### src/rtl/core/mrrc_pkg.sv
package mrrc_pkg;

    localparam int OP_W       = 2;
    localparam int COUNT_W    = 6;
    localparam int CFG_IDX_W  = 1;
    localparam int CFG_DATA_W = 8;

    localparam logic [CFG_IDX_W-1:0] REG_SLAVE_ADDR = 1'b0;
    localparam logic [CFG_IDX_W-1:0] REG_EXP_COUNT  = 1'b1;

    localparam logic [7:0]         SLAVE_ADDR_RST = 8'd1;
    localparam logic [COUNT_W-1:0] EXP_COUNT_RST  = 6'd4;

    localparam logic [15:0] CRC_INIT       = 16'hFFFF;
    localparam logic [15:0] CRC_POLY       = 16'hA001;
    localparam logic [7:0]  EXC_MASK       = 8'h80;
    localparam logic [7:0]  FUNC_READ_HOLD = 8'h03;

    typedef enum logic [OP_W-1:0] {
        OP_DATA    = 2'd0,
        OP_START   = 2'd1,
        OP_TIMEOUT = 2'd2
    } t_op;

    typedef enum logic [2:0] {
        STS_OK      = 3'd0,
        STS_ADDR    = 3'd1,
        STS_EXC     = 3'd2,
        STS_EXC_CRC = 3'd3,
        STS_FUNC    = 3'd4,
        STS_COUNT   = 3'd5,
        STS_CRC     = 3'd6,
        STS_TRUNC   = 3'd7
    } t_status;

    typedef enum logic [2:0] {
        S_IDLE,
        S_HEADER,
        S_BODY,
        S_CRC,
        S_EXC,
        S_RD,
        S_WR
    } t_state;

    typedef struct packed {
        logic    load_in;
        logic    frame_start;
        logic    crc_upd;
        logic    pend_ld;
        logic    func_ld;
        logic    crc_low_ld;
        logic    idx_clr;
        logic    idx_inc;
        logic    mem_wr;
        logic    emit_clr;
        logic    emit_inc;
        logic    mem_rd;
        logic    out_load;
        logic    out_from_mem;
        logic    out_exc;
        t_status out_status;
    } t_cmd;

    typedef struct packed {
        t_op  op;
        logic idx_is0;
        logic idx_is1;
        logic idx_odd;
        logic addr_ok;
        logic func_exc;
        logic func_ok;
        logic count_ok;
        logic body_done;
        logic crc_ok;
        logic n_zero;
        logic burst_done;
    } t_sts;

    function automatic logic [15:0] crc_update(input logic [15:0] crc, input logic [7:0] b);
        logic [15:0] c;
        c = crc ^ {8'd0, b};
        for (int k = 0; k < 8; k++) begin
            c = c[0] ? ((c >> 1) ^ CRC_POLY) : (c >> 1);
        end
        return c;
    endfunction

endpackage

### src/rtl/core/mrrc_datapath.sv
module mrrc_datapath
    import mrrc_pkg::*;
#(
    parameter int MAX_REGS = 32
) (
    input  logic                  i_clk,
    input  logic                  i_rst_n,
    input  logic                  i_cfg_we,
    input  logic [CFG_IDX_W-1:0]  i_cfg_idx,
    input  logic [CFG_DATA_W-1:0] i_cfg_data,
    input  logic [OP_W-1:0]       i_op,
    input  logic [7:0]            i_data_byte,
    input  t_cmd                  i_cmd,
    output t_sts                  o_sts,
    output logic [15:0]           o_reg_word,
    output logic [2:0]            o_status,
    output logic [7:0]            o_exception_code,
    output logic                  o_last
);

    localparam int AW    = (MAX_REGS > 1) ? $clog2(MAX_REGS) : 1;
    localparam int CW    = $clog2(MAX_REGS + 1);
    localparam int CMP_W = ((CW > COUNT_W) ? CW : COUNT_W) + 1;

    logic [7:0]         r_slave_addr;
    logic [COUNT_W-1:0] r_exp_count;

    t_op                r_op;
    logic [7:0]         r_byte;
    logic [7:0]         r_idx;
    logic [15:0]        r_crc;
    logic [7:0]         r_func;
    logic [7:0]         r_crc_low;
    logic [7:0]         r_pend;
    logic [CW-1:0]      r_emit;

    logic [15:0]        r_reg_store [MAX_REGS];
    logic [15:0]        r_rd_data;

    logic [15:0]        r_out_word;
    t_status            r_out_status;
    logic [7:0]         r_out_exc;
    logic               r_out_last;

    logic [AW-1:0]      w_wr_addr;
    logic               w_wr_in_range;
    logic [CMP_W-1:0]   w_n_ext;
    logic [CMP_W-1:0]   w_max_ext;
    logic [CMP_W-1:0]   w_emit_next;
    logic               w_last_word;
    logic [7:0]         w_idx_next;
    logic [7:0]         w_byte_count;

    always_ff @(posedge i_clk) begin
        if (!i_rst_n) begin
            r_slave_addr <= SLAVE_ADDR_RST;
            r_exp_count  <= EXP_COUNT_RST;
        end else if (i_cfg_we) begin
            case (i_cfg_idx)
                REG_SLAVE_ADDR: r_slave_addr <= i_cfg_data;
                REG_EXP_COUNT:  r_exp_count  <= i_cfg_data[COUNT_W-1:0];
                default: ;
            endcase
        end
    end

    always_ff @(posedge i_clk) begin
        if (!i_rst_n) begin
            r_idx  <= '0;
            r_emit <= '0;
        end else begin
            if (i_cmd.frame_start || i_cmd.idx_clr) begin
                r_idx <= '0;
            end else if (i_cmd.idx_inc) begin
                r_idx <= w_idx_next;
            end
            if (i_cmd.emit_clr) begin
                r_emit <= '0;
            end else if (i_cmd.emit_inc) begin
                r_emit <= r_emit + CW'(1);
            end
        end
    end

    always_ff @(posedge i_clk) begin
        if (i_cmd.load_in) begin
            r_op   <= t_op'(i_op);
            r_byte <= i_data_byte;
        end
        if (i_cmd.frame_start) begin
            r_crc <= CRC_INIT;
        end else if (i_cmd.crc_upd) begin
            r_crc <= crc_update(r_crc, r_byte);
        end
        if (i_cmd.pend_ld) begin
            r_pend <= r_byte;
        end
        if (i_cmd.func_ld) begin
            r_func <= r_byte;
        end
        if (i_cmd.crc_low_ld) begin
            r_crc_low <= r_byte;
        end
    end

    // word store: one write port, one registered read port
    assign w_wr_addr     = AW'(r_idx[7:1]);
    assign w_wr_in_range = ({1'b0, r_idx[7:1]} < 8'(MAX_REGS));

    always_ff @(posedge i_clk) begin
        if (i_cmd.mem_wr && w_wr_in_range) begin
            r_reg_store[w_wr_addr] <= {r_pend, r_byte};
        end
        if (i_cmd.mem_rd) begin
            r_rd_data <= r_reg_store[r_emit[AW-1:0]];
        end
    end

    always_ff @(posedge i_clk) begin
        if (i_cmd.out_load) begin
            if (i_cmd.out_from_mem) begin
                r_out_word   <= r_rd_data;
                r_out_status <= STS_OK;
                r_out_exc    <= '0;
                r_out_last   <= w_last_word;
            end else begin
                r_out_word   <= '0;
                r_out_status <= i_cmd.out_status;
                r_out_exc    <= i_cmd.out_exc ? r_pend : 8'd0;
                r_out_last   <= 1'b1;
            end
        end
    end

    assign w_n_ext      = CMP_W'(r_exp_count);
    assign w_max_ext    = CMP_W'(MAX_REGS);
    assign w_emit_next  = CMP_W'(r_emit) + CMP_W'(1);
    assign w_last_word  = (w_emit_next == w_n_ext);
    assign w_idx_next   = r_idx + 8'd1;
    assign w_byte_count = 8'({r_exp_count, 1'b0});

    always_comb begin
        o_sts.op         = r_op;
        o_sts.idx_is0    = (r_idx == 8'd0);
        o_sts.idx_is1    = (r_idx == 8'd1);
        o_sts.idx_odd    = r_idx[0];
        o_sts.addr_ok    = (r_pend == r_slave_addr);
        o_sts.func_exc   = ((r_func & EXC_MASK) != 8'd0);
        o_sts.func_ok    = (r_func == FUNC_READ_HOLD);
        o_sts.count_ok   = (r_exp_count != '0) && (w_n_ext <= w_max_ext)
                           && (r_byte == w_byte_count);
        o_sts.body_done  = (w_idx_next >= w_byte_count);
        o_sts.crc_ok     = ({r_byte, r_crc_low} == r_crc);
        o_sts.n_zero     = (r_exp_count == '0);
        o_sts.burst_done = (w_emit_next >= w_n_ext) || (w_emit_next >= w_max_ext);
    end

    assign o_reg_word       = r_out_word;
    assign o_status         = r_out_status;
    assign o_exception_code = r_out_exc;
    assign o_last           = r_out_last;

endmodule

### config.mk
export PLATFORM = sky130hd
export DESIGN_NAME = mrrc_datapath
export DESIGN_NICKNAME = d
export VERILOG_FILES = /design/src/rtl/core/mrrc_pkg.sv /design/src/rtl/core/mrrc_datapath.sv
export SDC_FILE = /design/constraint.sdc
export NUM_CORES = 1
export LEC_CHECK = 0
export ABC_AREA = 1
export BUFFER_PORTS_ARGS = -buffer_cell sky130_fd_sc_hd__buf_2
export CORE_MARGIN = 2
export CORE_UTILIZATION = 45
export CTS_BUF_LIST = sky130_fd_sc_hd__clkbuf_4 sky130_fd_sc_hd__clkbuf_8 sky130_fd_sc_hd__clkbuf_16
export CTS_CLUSTER_SIZE = 28
export DETAILED_ROUTE_END_ITERATION = 8
export SLEW_MARGIN = 40
export SYNTH_ARGS = -nofsm -noshare
export SYNTH_HDL_FRONTEND = slang
export SYNTH_SLANG_ARGS = --single-unit
### constraint.sdc
create_clock -name i_clk -period 3 [get_ports i_clk]
set_input_delay 0.45 -clock i_clk [delete_from_list [all_inputs] [get_ports i_clk]]
set_output_delay 0.45 -clock i_clk [all_outputs]
set_load 0.02 [all_outputs]
# --- Word-level counts from Yosys, hierarchy flattened ---
# Memory sizes are Yosys's and may differ from the RTL's. A register that Yosys moved wholly into a read port is not among the register bits.
# Index checks and enable logic that the tools add are counted.
word_totals:
  ff_bits: 106
  n_memories: 1
  input_bits: 40
  out_inout_bits: 41
  ramBits: 512
op_classes:
  bitwise: 12
  n_reduce_logical: 13
  n_lt_le_gt_ge: 5
  n_mux: 10
  add_sub_neg: 3
  eq_ne: 6
mem_list:
  columns: ["name", "words", "word_bits", "read_ports", "rd_clocked_by_memory_dff", "wr", "line", "text"]
  rows:
  - ["r_reg_store", 32, 16, 1, 1, 1, "mrrc_datapath.sv:37", "logic [15:0] r_reg_store [MAX_REGS];"]
op_table:
  columns: ["cell", "count"]
  rows:
  - ["$mux W16", 8]
  - ["$not A2 Y3", 8]
  - ["$eq A16 B16 Y1", 1]
  - ["$xor A16 B8 Y16", 1]
  - ["$add A8 B1 Y8 const B", 1]
  - ["$eq A8 B1 Y1 const B", 1]
  - ["$eq A8 B2 Y1 const B", 1]
  - ["$eq A8 B7 Y1", 1]
  - ["$eq A8 B8 Y1", 1]
  - ["$ge A8 B7 Y1", 1]
  - ["$logic_not A8 Y1", 1]
  - ["$add A6 B1 Y7 const B", 1]
  - ["$eq A7 B6 Y1", 1]
  - ["$ge A7 B6 Y1", 1]
  - ["$ge A7 B6 Y1 const B", 1]
  - ["$lt A7 B6 Y1 const B", 1]
  - ["$add A6 B1 Y6 const B", 1]
  - ["$le A6 B6 Y1 const B", 1]
  - ["$logic_not A6 Y1", 1]
  - ["$reduce_bool A6 Y1", 1]
  - ["$reduce_or A2 Y1", 3]
  - ["$reduce_and A2 Y1", 2]
  - ["$logic_and A1 B1 Y1", 3]
  - ["$not A1 Y1", 3]
  - ["other kinds (2)", 4]

# --- Depth between registers and ports, before layout ---
# Gate-level depths: netlist (run 1).
depth:
  depth_word: 17
  mapped_depth: 13
  depth_no_buf: 13

# --- Worst setup path after synthesis (run 1) ---
# No wires, ideal clock.
synth_timing:
  path_kind: "reg2out"
  startpoint: "register r_emit[0]"
  endpoint: "output o_sts[0] (netlist name)"
  path_slack_ns: 0.520
  path_stages_with_launch: 12
  t_arrival_ns: 2.030
  cell_sequence: "dfxtp_1 > buf_6 > buf_6 > buf_2 > nand4_1 > nor2_1 > xor2_1 > ha_1 > a21oi_1 > nand2_1 > nor3_1 > nand3_1"
synth_rtl:
  columns: ["element", "line", "text"]
  rows:
  - ["start, declared", "mrrc_datapath.sv:35", "logic [CW-1:0] r_emit;"]
  - ["start signal, assigned", "mrrc_datapath.sv:80", "r_emit <= r_emit + CW'(1);"]
  - ["end, declared", "mrrc_datapath.sv:14", "output t_sts o_sts,"]

==> results of run 1 <==
## stage by stage
step                instance area, um^2  total power, mW  util, %  instances  setup TNS (ns)
floorplan                         25400             10.9        -       2037               0
global placement                  26800             11.4     47.6       2823               0
detailed placement                26800             11.4     47.6       2823               0
CTS                               29000             19.6     51.6       2946               0
global route                      29100             20.1     51.8       2952         -0.0631
finish                            29100             19.5     51.8       2952               0
## layout by cell type, fill, tap and decap left out, types with 13 or more instances in the layout
cell and count:
edfxtp_1 590, nor2_1 336, o21ai_0 252, nand2_1 209, o22ai_1 127, inv_1 84, buf_2 78, clkbuf_16 69
buf_4 68, a21oi_1 62, o21ai_1 42, nand3_1 38, dfxtp_1 38, o221ai_1 37, clkbuf_4 20, xnor2_1 18
ha_1 13
## final cells by class
class | instances | area, um^2 | share of cell area (%)
multi-input combinational | 1195 | 5930 | 20.4
tap | 756 | 946 | 3.25
clock inverter | 30 | 318 | 1.09
sequential | 634 | 18600 | 64.0
inverter | 93 | 359 | 1.23
timing repair buffer | 155 | 1050 | 3.62
clock buffer | 89 | 1880 | 6.45
## path summary, 6_finish.rpt
check | startpoint | end | slack, ns | cells after the start
min reg2reg | r_rd_data[13] | o_reg_word[13] | 0.50 | 2
max reg2reg | r_emit[0] | r_rd_data[9] | 0.59 | 9
max | r_idx[0] | o_sts[3] | 0.07 | 12
min | i_data_byte[6] | r_byte[6] | 0.03 | 1
## per-layer routing
| metal | vias up | part of all wire, % | track usage (%) |
|---|---|---|---|
| met5 | - | 0.023 | 0 |
| met4 | 2 | 3.1 | 7.46 |
| met3 | 117 | 5.7 | 3.60 |
| met2 | 530 | 48 | 35.7 |
| met1 | 8136 | 44 | 29.6 |
| li1 | 7649 | - | - |
## power by group through the flow
stage          registers, mW  clock network, mW  logic [mW]
2_1_floorplan           10.2                  0       0.686
6_report                9.97               8.25        1.26
4_1_cts                 9.97               8.39        1.25
3_5_place_dp            10.2                  0        1.24
3_3_place_gp            10.2                  0        1.22
5_1_grt                 9.98               8.69        1.40
## sequential cells by signal, indices dropped and copies added, names as in the netlist
register / count
o_exception_code: 8
o_last: 1
o_reg_word: 16
o_status: 3
r_byte: 8
r_crc: 16
r_crc_low: 8
r_emit: 6
r_exp_count: 6
r_func: 8
r_idx: 8
r_op: 2
r_pend: 8
r_rd_data: 16
r_reg_store: 512
r_slave_addr: 8
## kinds of logic after synthesis
group,count (synthesis)
AOI/OAI and AO/OA,535
xor gates and xnor gates,28
adders and majority gates,16
buffers and inverters,208
DFF,634
and+or+nand+nor,616
## what timing repair did
action	in CTS	in global routing
endpoints found under the hold margin	1	0
endpoints found under the setup margin	1	2
resized for setup	7	20
cloned	0	0
pin swaps	0	14
hold buffers	1	0
buffers inserted	3	5
## critical path, stage by stage, from the launching register on
cell,delay [ns]
dfxtp_4,0.35
ha_2,0.19
nand2_2,0.08
inv_2,0.04
nor2_2,0.13
ha_1,0.23
a21boi_0,0.12
o21a_1,0.17
o21ai_1,0.13
nand2_1,0.08
a21oi_2,0.16
o21ai_2,0.07
buf_6,0.13
==> impl_metrics.toml, run 1 <==
[outcome]
run_status = "finished, final reports clean"

[power_and_ir_drop]
p_int_mw = 15.1
leakagePower_nw = 10.4
p_clk_share_pct = 42.3
p_seq_share_pct = 51.2
swShare_pct = 22.4
combPwrFrac_pct = 6.5
power_density_nw_per_um2 = 669
vdd_drop_max_mv = 0.440
p_switching_mw = 4.36

[yosys]
ys_types = 39
yosys.area.top_type_share_pct = 69.7
synth_nets = 2093
synthTopCellsByArea = "edfxtp_1 70%, nor2_1 5.0%, o21ai_0 5.0%, dfxtp_1 3.5%, o22ai_1 3.1%"
ys_top_cells_by_count = "590 x edfxtp_1, 339 x nor2_1, 254 x o21ai_0"
ys_ff_latch = 634
synth_area_leader_cell = "edfxtp_1"
netlist_instances = 2037
synth_area_um2 = 25400
synthMuxAreaShare_pct = 0
synth_warnings = 0
synth_edf_count = 590
synth_ff_type = "edfxtp_1"
synth_xor_area_share_pct = 0.964
synth_compound_area_share_pct = 11.8
async_reset_ff_share_pct = 0
yosys.area_share.simple_pct = 9.58
ys_seq_area_share_pct = 73.1
post-synth-top-count-cell = "edfxtp_1"
synth_top_family_by_area = "compound AO/OA/AOI/OAI gates"
syn_avg_cell_area_um2 = 12.5
synth-adder-area-share_pct = 0.787

[detailed_routing]
dr.pass1.iters = 6
ant_nets = 0
via_count = 16400
wl_per_cell_um = 21.8
finalWirelength_mm = 64.4
drt-initial-drc-count = 1446
drcViolationCount = 0
viasPerCell = 5.57

[cts]
htreeDepth = 3
cts_buffers = 68
cts_tree = "yes"
cts.sinks = 634
clockBufferDepth = 3
insertion_delay_ns = 0.60
cts.reportedPaths.clkPinSlew_ns = 0.06
clockRootBuffer = "clkbuf_16"

[setup_path]
crit_path_end_kind = "output port"
crit_fanout = 4
cp.arrival_ns = 2.48
start_kind = "flop"
path_class = "reg2out"
critical_path_required_ns = 2.55

[global_routing]
grt_usage_pct = 21.8
antenna_found_initial = 1
grt-ovfl-total = 0
grt_first_pass_wirelength_mm = 96.7
grt_pass1_vias = 16200
grt_max_degree = 132

[place]
gp_congestion = 0.854
pre_cts_ws_ns = 0.469
portBuffers = 80
hpwl_mm = 35.9

[min_path]
hold_class = "in2reg"

[floorplan]
ios = 81
dieWidth_um = 242
initial_core_util_pct = 45.3
die_y_um = 242
design.core.area_um2 = 56200
dieArea_um2 = 58400
placementRows = 87

[sta]
finalCriticalPeriod_ns = 2.93
worst_slack_ns = 0.0697
max_freq_mhz = 341
worst_pin_slew_ns = 0.703
rsz0062_at_grt = "true"
finalCritPeriodShare_pct = 97.7
slew_viol_final = 0
maxSlewHeadroom_pct = 53.1
timing.hold.ws_ns = 0.0303
hold_viol_final = 0
fin_worst_skew_ns = 0.0225
setup_violations = 0

[finish]
area.growth.synth_to_final_pct = 14.5
fillers = 4794
antenna_cells = 0
fin_nets = 2203
drive_above_1_share_pct = 13.5

[flow_run]
maxCapViolCount = 0
Note: power is estimated with default switching activity, not from simulation.
==> run 2, diff against run 1 <==
- REMOVE_ABC_BUFFERS: not set -> 1
==> impl_metrics.toml, run 2 (synthesis results as in run 1) <==
[outcome]
run_status = "finished, final reports clean"

[cts]
insertion_delay_ns = 0.61
cts.sinks = 634
cts.reportedPaths.clkPinSlew_ns = 0.06
clockRootBuffer = "clkbuf_16"
cts_tree = "yes"
clockBufferDepth = 3
cts_buffers = 68
htreeDepth = 3

[finish]
fin_nets = 2220
area.growth.synth_to_final_pct = 16.0
antenna_cells = 0
drive_above_1_share_pct = 15.0
fin_cells = 2973
final_util_pct = 52.5
largest_register_ffs = 512
most-common-layout-cells = "590 x edfxtp_1, 324 x nor2_1, 252 x o21ai_0, 209 x nand2_1, 127 x o22ai_1"
regMostFlops = "r_reg_store"
mostFrequentLayoutCell = "edfxtp_1"

[floorplan]
die_y_um = 242
initial_core_util_pct = 45.3
ios = 81
placementRows = 87
dieArea_um2 = 58400
dieWidth_um = 242
design.core.area_um2 = 56200

[flow_run]
maxCapViolCount = 0

[detailed_routing]
ant_nets = 0
via_count = 16800
wl_per_cell_um = 23.1
drcViolationCount = 0
viasPerCell = 5.65
finalWirelength_mm = 68.7
dr.pass1.iters = 5
drt-initial-drc-count = 1710

[setup_path]
critPathLaunch = "r_idx[0]"
cp.arrival_ns = 2.45
path_cells = "ha_4, nand2_2, inv_2, nor2_4, ha_1, a21boi_1, o21a_1, o21ai_1, nand2_1, a21oi_2, o21ai_1, buf_4"
crit_family = "compound AO/OA/AOI/OAI gates"
cpMostUsedCell = "o21ai_1"
slowest_stage = "dfxtp_4"
critical_path_required_ns = 2.55
reg2reg_from = "r_emit[1]"
start_kind = "flop"
path_class = "reg2out"
crit_fanout = 6
crit_path_end_kind = "output port"
cpPeakStageDelay_ns = 0.40
path_buf_inv = 2

[place]
gp_congestion = 0.869
hpwl_mm = 38.2
portBuffers = 80
placed_cells = 2836
pre_cts_ws_ns = 0.423

[power_and_ir_drop]
vdd_drop_max_mv = 0.415
leakagePower_nw = 10.6
power_density_nw_per_um2 = 670
power_mw = 19.8

[sta]
timing.hold.ws_ns = 0.0251
worst_pin_slew_ns = 0.830
worst_slack_ns = 0.0969
slew_viol_final = 0
finalCritPeriodShare_pct = 96.8
hold_viol_final = 0
maxSlewHeadroom_pct = 44.6
finalCriticalPeriod_ns = 2.90
setup_violations = 0
fin_worst_skew_ns = 0.0263
max_freq_mhz = 344

[global_routing]
grt_first_pass_wirelength_mm = 102
grt-ovfl-total = 0
grt_usage_pct = 23.0
antenna_found_initial = 0
grt_pass1_vias = 16500
grt_max_degree = 124

[min_path]
hold_class = "in2reg"
min-delay-start = "i_data_byte[7]"
[run 2: cell count changes in the layout (fill, tap and decap cells not counted), sizes merged]
| cell | delta |
|---|---|
| bufinv | +1 |
| clkbuf | -1 |
| buf | +16 |
| clkinv | +7 |
| clkinvlp | -2 |
[run 2: cell type report]
| class | instances | area [um^2] |
|---|---|---|
| clock buffers | 87 | 1920 |
| repair buffers | 172 | 1280 |
| fillers | 4813 | 26700 |
| well taps | 756 | 946 |
| multi-input cells | 1195 | 6000 |
| flip-flops and latches | 634 | 18600 |
| clock inverters | 36 | 364 |
| inverters | 93 | 362 |
[run 2: metal layers]
metal	track usage, %	vias to the layer above	wire length, um
li1	-	7694	-
met5	0	-	0
met1	31.3	8419	29000
met2	38.7	580	33600
met4	6.74	0	1530
met3	3.49	100	4530
[run 2: per-stage QoR]
stage / area [um^2] / setup TNS, ns
final: 29500 / 0
after global routing: 29500 / -0.0567
after CTS: 29300 / 0
after detailed placement: 27000 / 0
after global placement: 27000 / 0
after floorplan: 24800 / -73.71
[run 2: worst register-to-register path, cell delays in order (launching register included)]
cell and delay (ns):
dfxtp_4 0.38, buf_4 0.13, buf_12 0.43, nand2_4 0.37
o221ai_1 0.28, o221ai_1 0.19, nand3_1 0.25, nand2_1 0.07
[run 2: report_power, final]
| group | switching (mW) | total, mW | leakage (nW) | internal (mW) |
|---|---|---|---|---|
| clock | 3.40 | 8.48 | 1.14 | 5.07 |
| sequential | 0.0918 | 9.96 | 5.75 | 9.87 |
| combinational | 0.929 | 1.32 | 3.68 | 0.387 |
[run 2: worst paths after layout]
path	slack (ns)	endpoint	cells past startpoint
worst max-delay path	0.1	o_sts[3]	12
worst min-delay path	0.03	r_byte[7]	1
worst max register to register	0.67	r_rd_data[8]	7
worst min register to register	0.49	r_slave_addr[0]	2
[run 2: repair_timing]
action | in CTS | in global routing
buffers inserted | 4 | 8
pin swaps | 0 | 11
resized for setup | 7 | 31
cloned | 0 | 1
endpoints found under the hold margin | 1 | 0
setup endpoints to repair | 2 | 2
hold buffers | 1 | 0
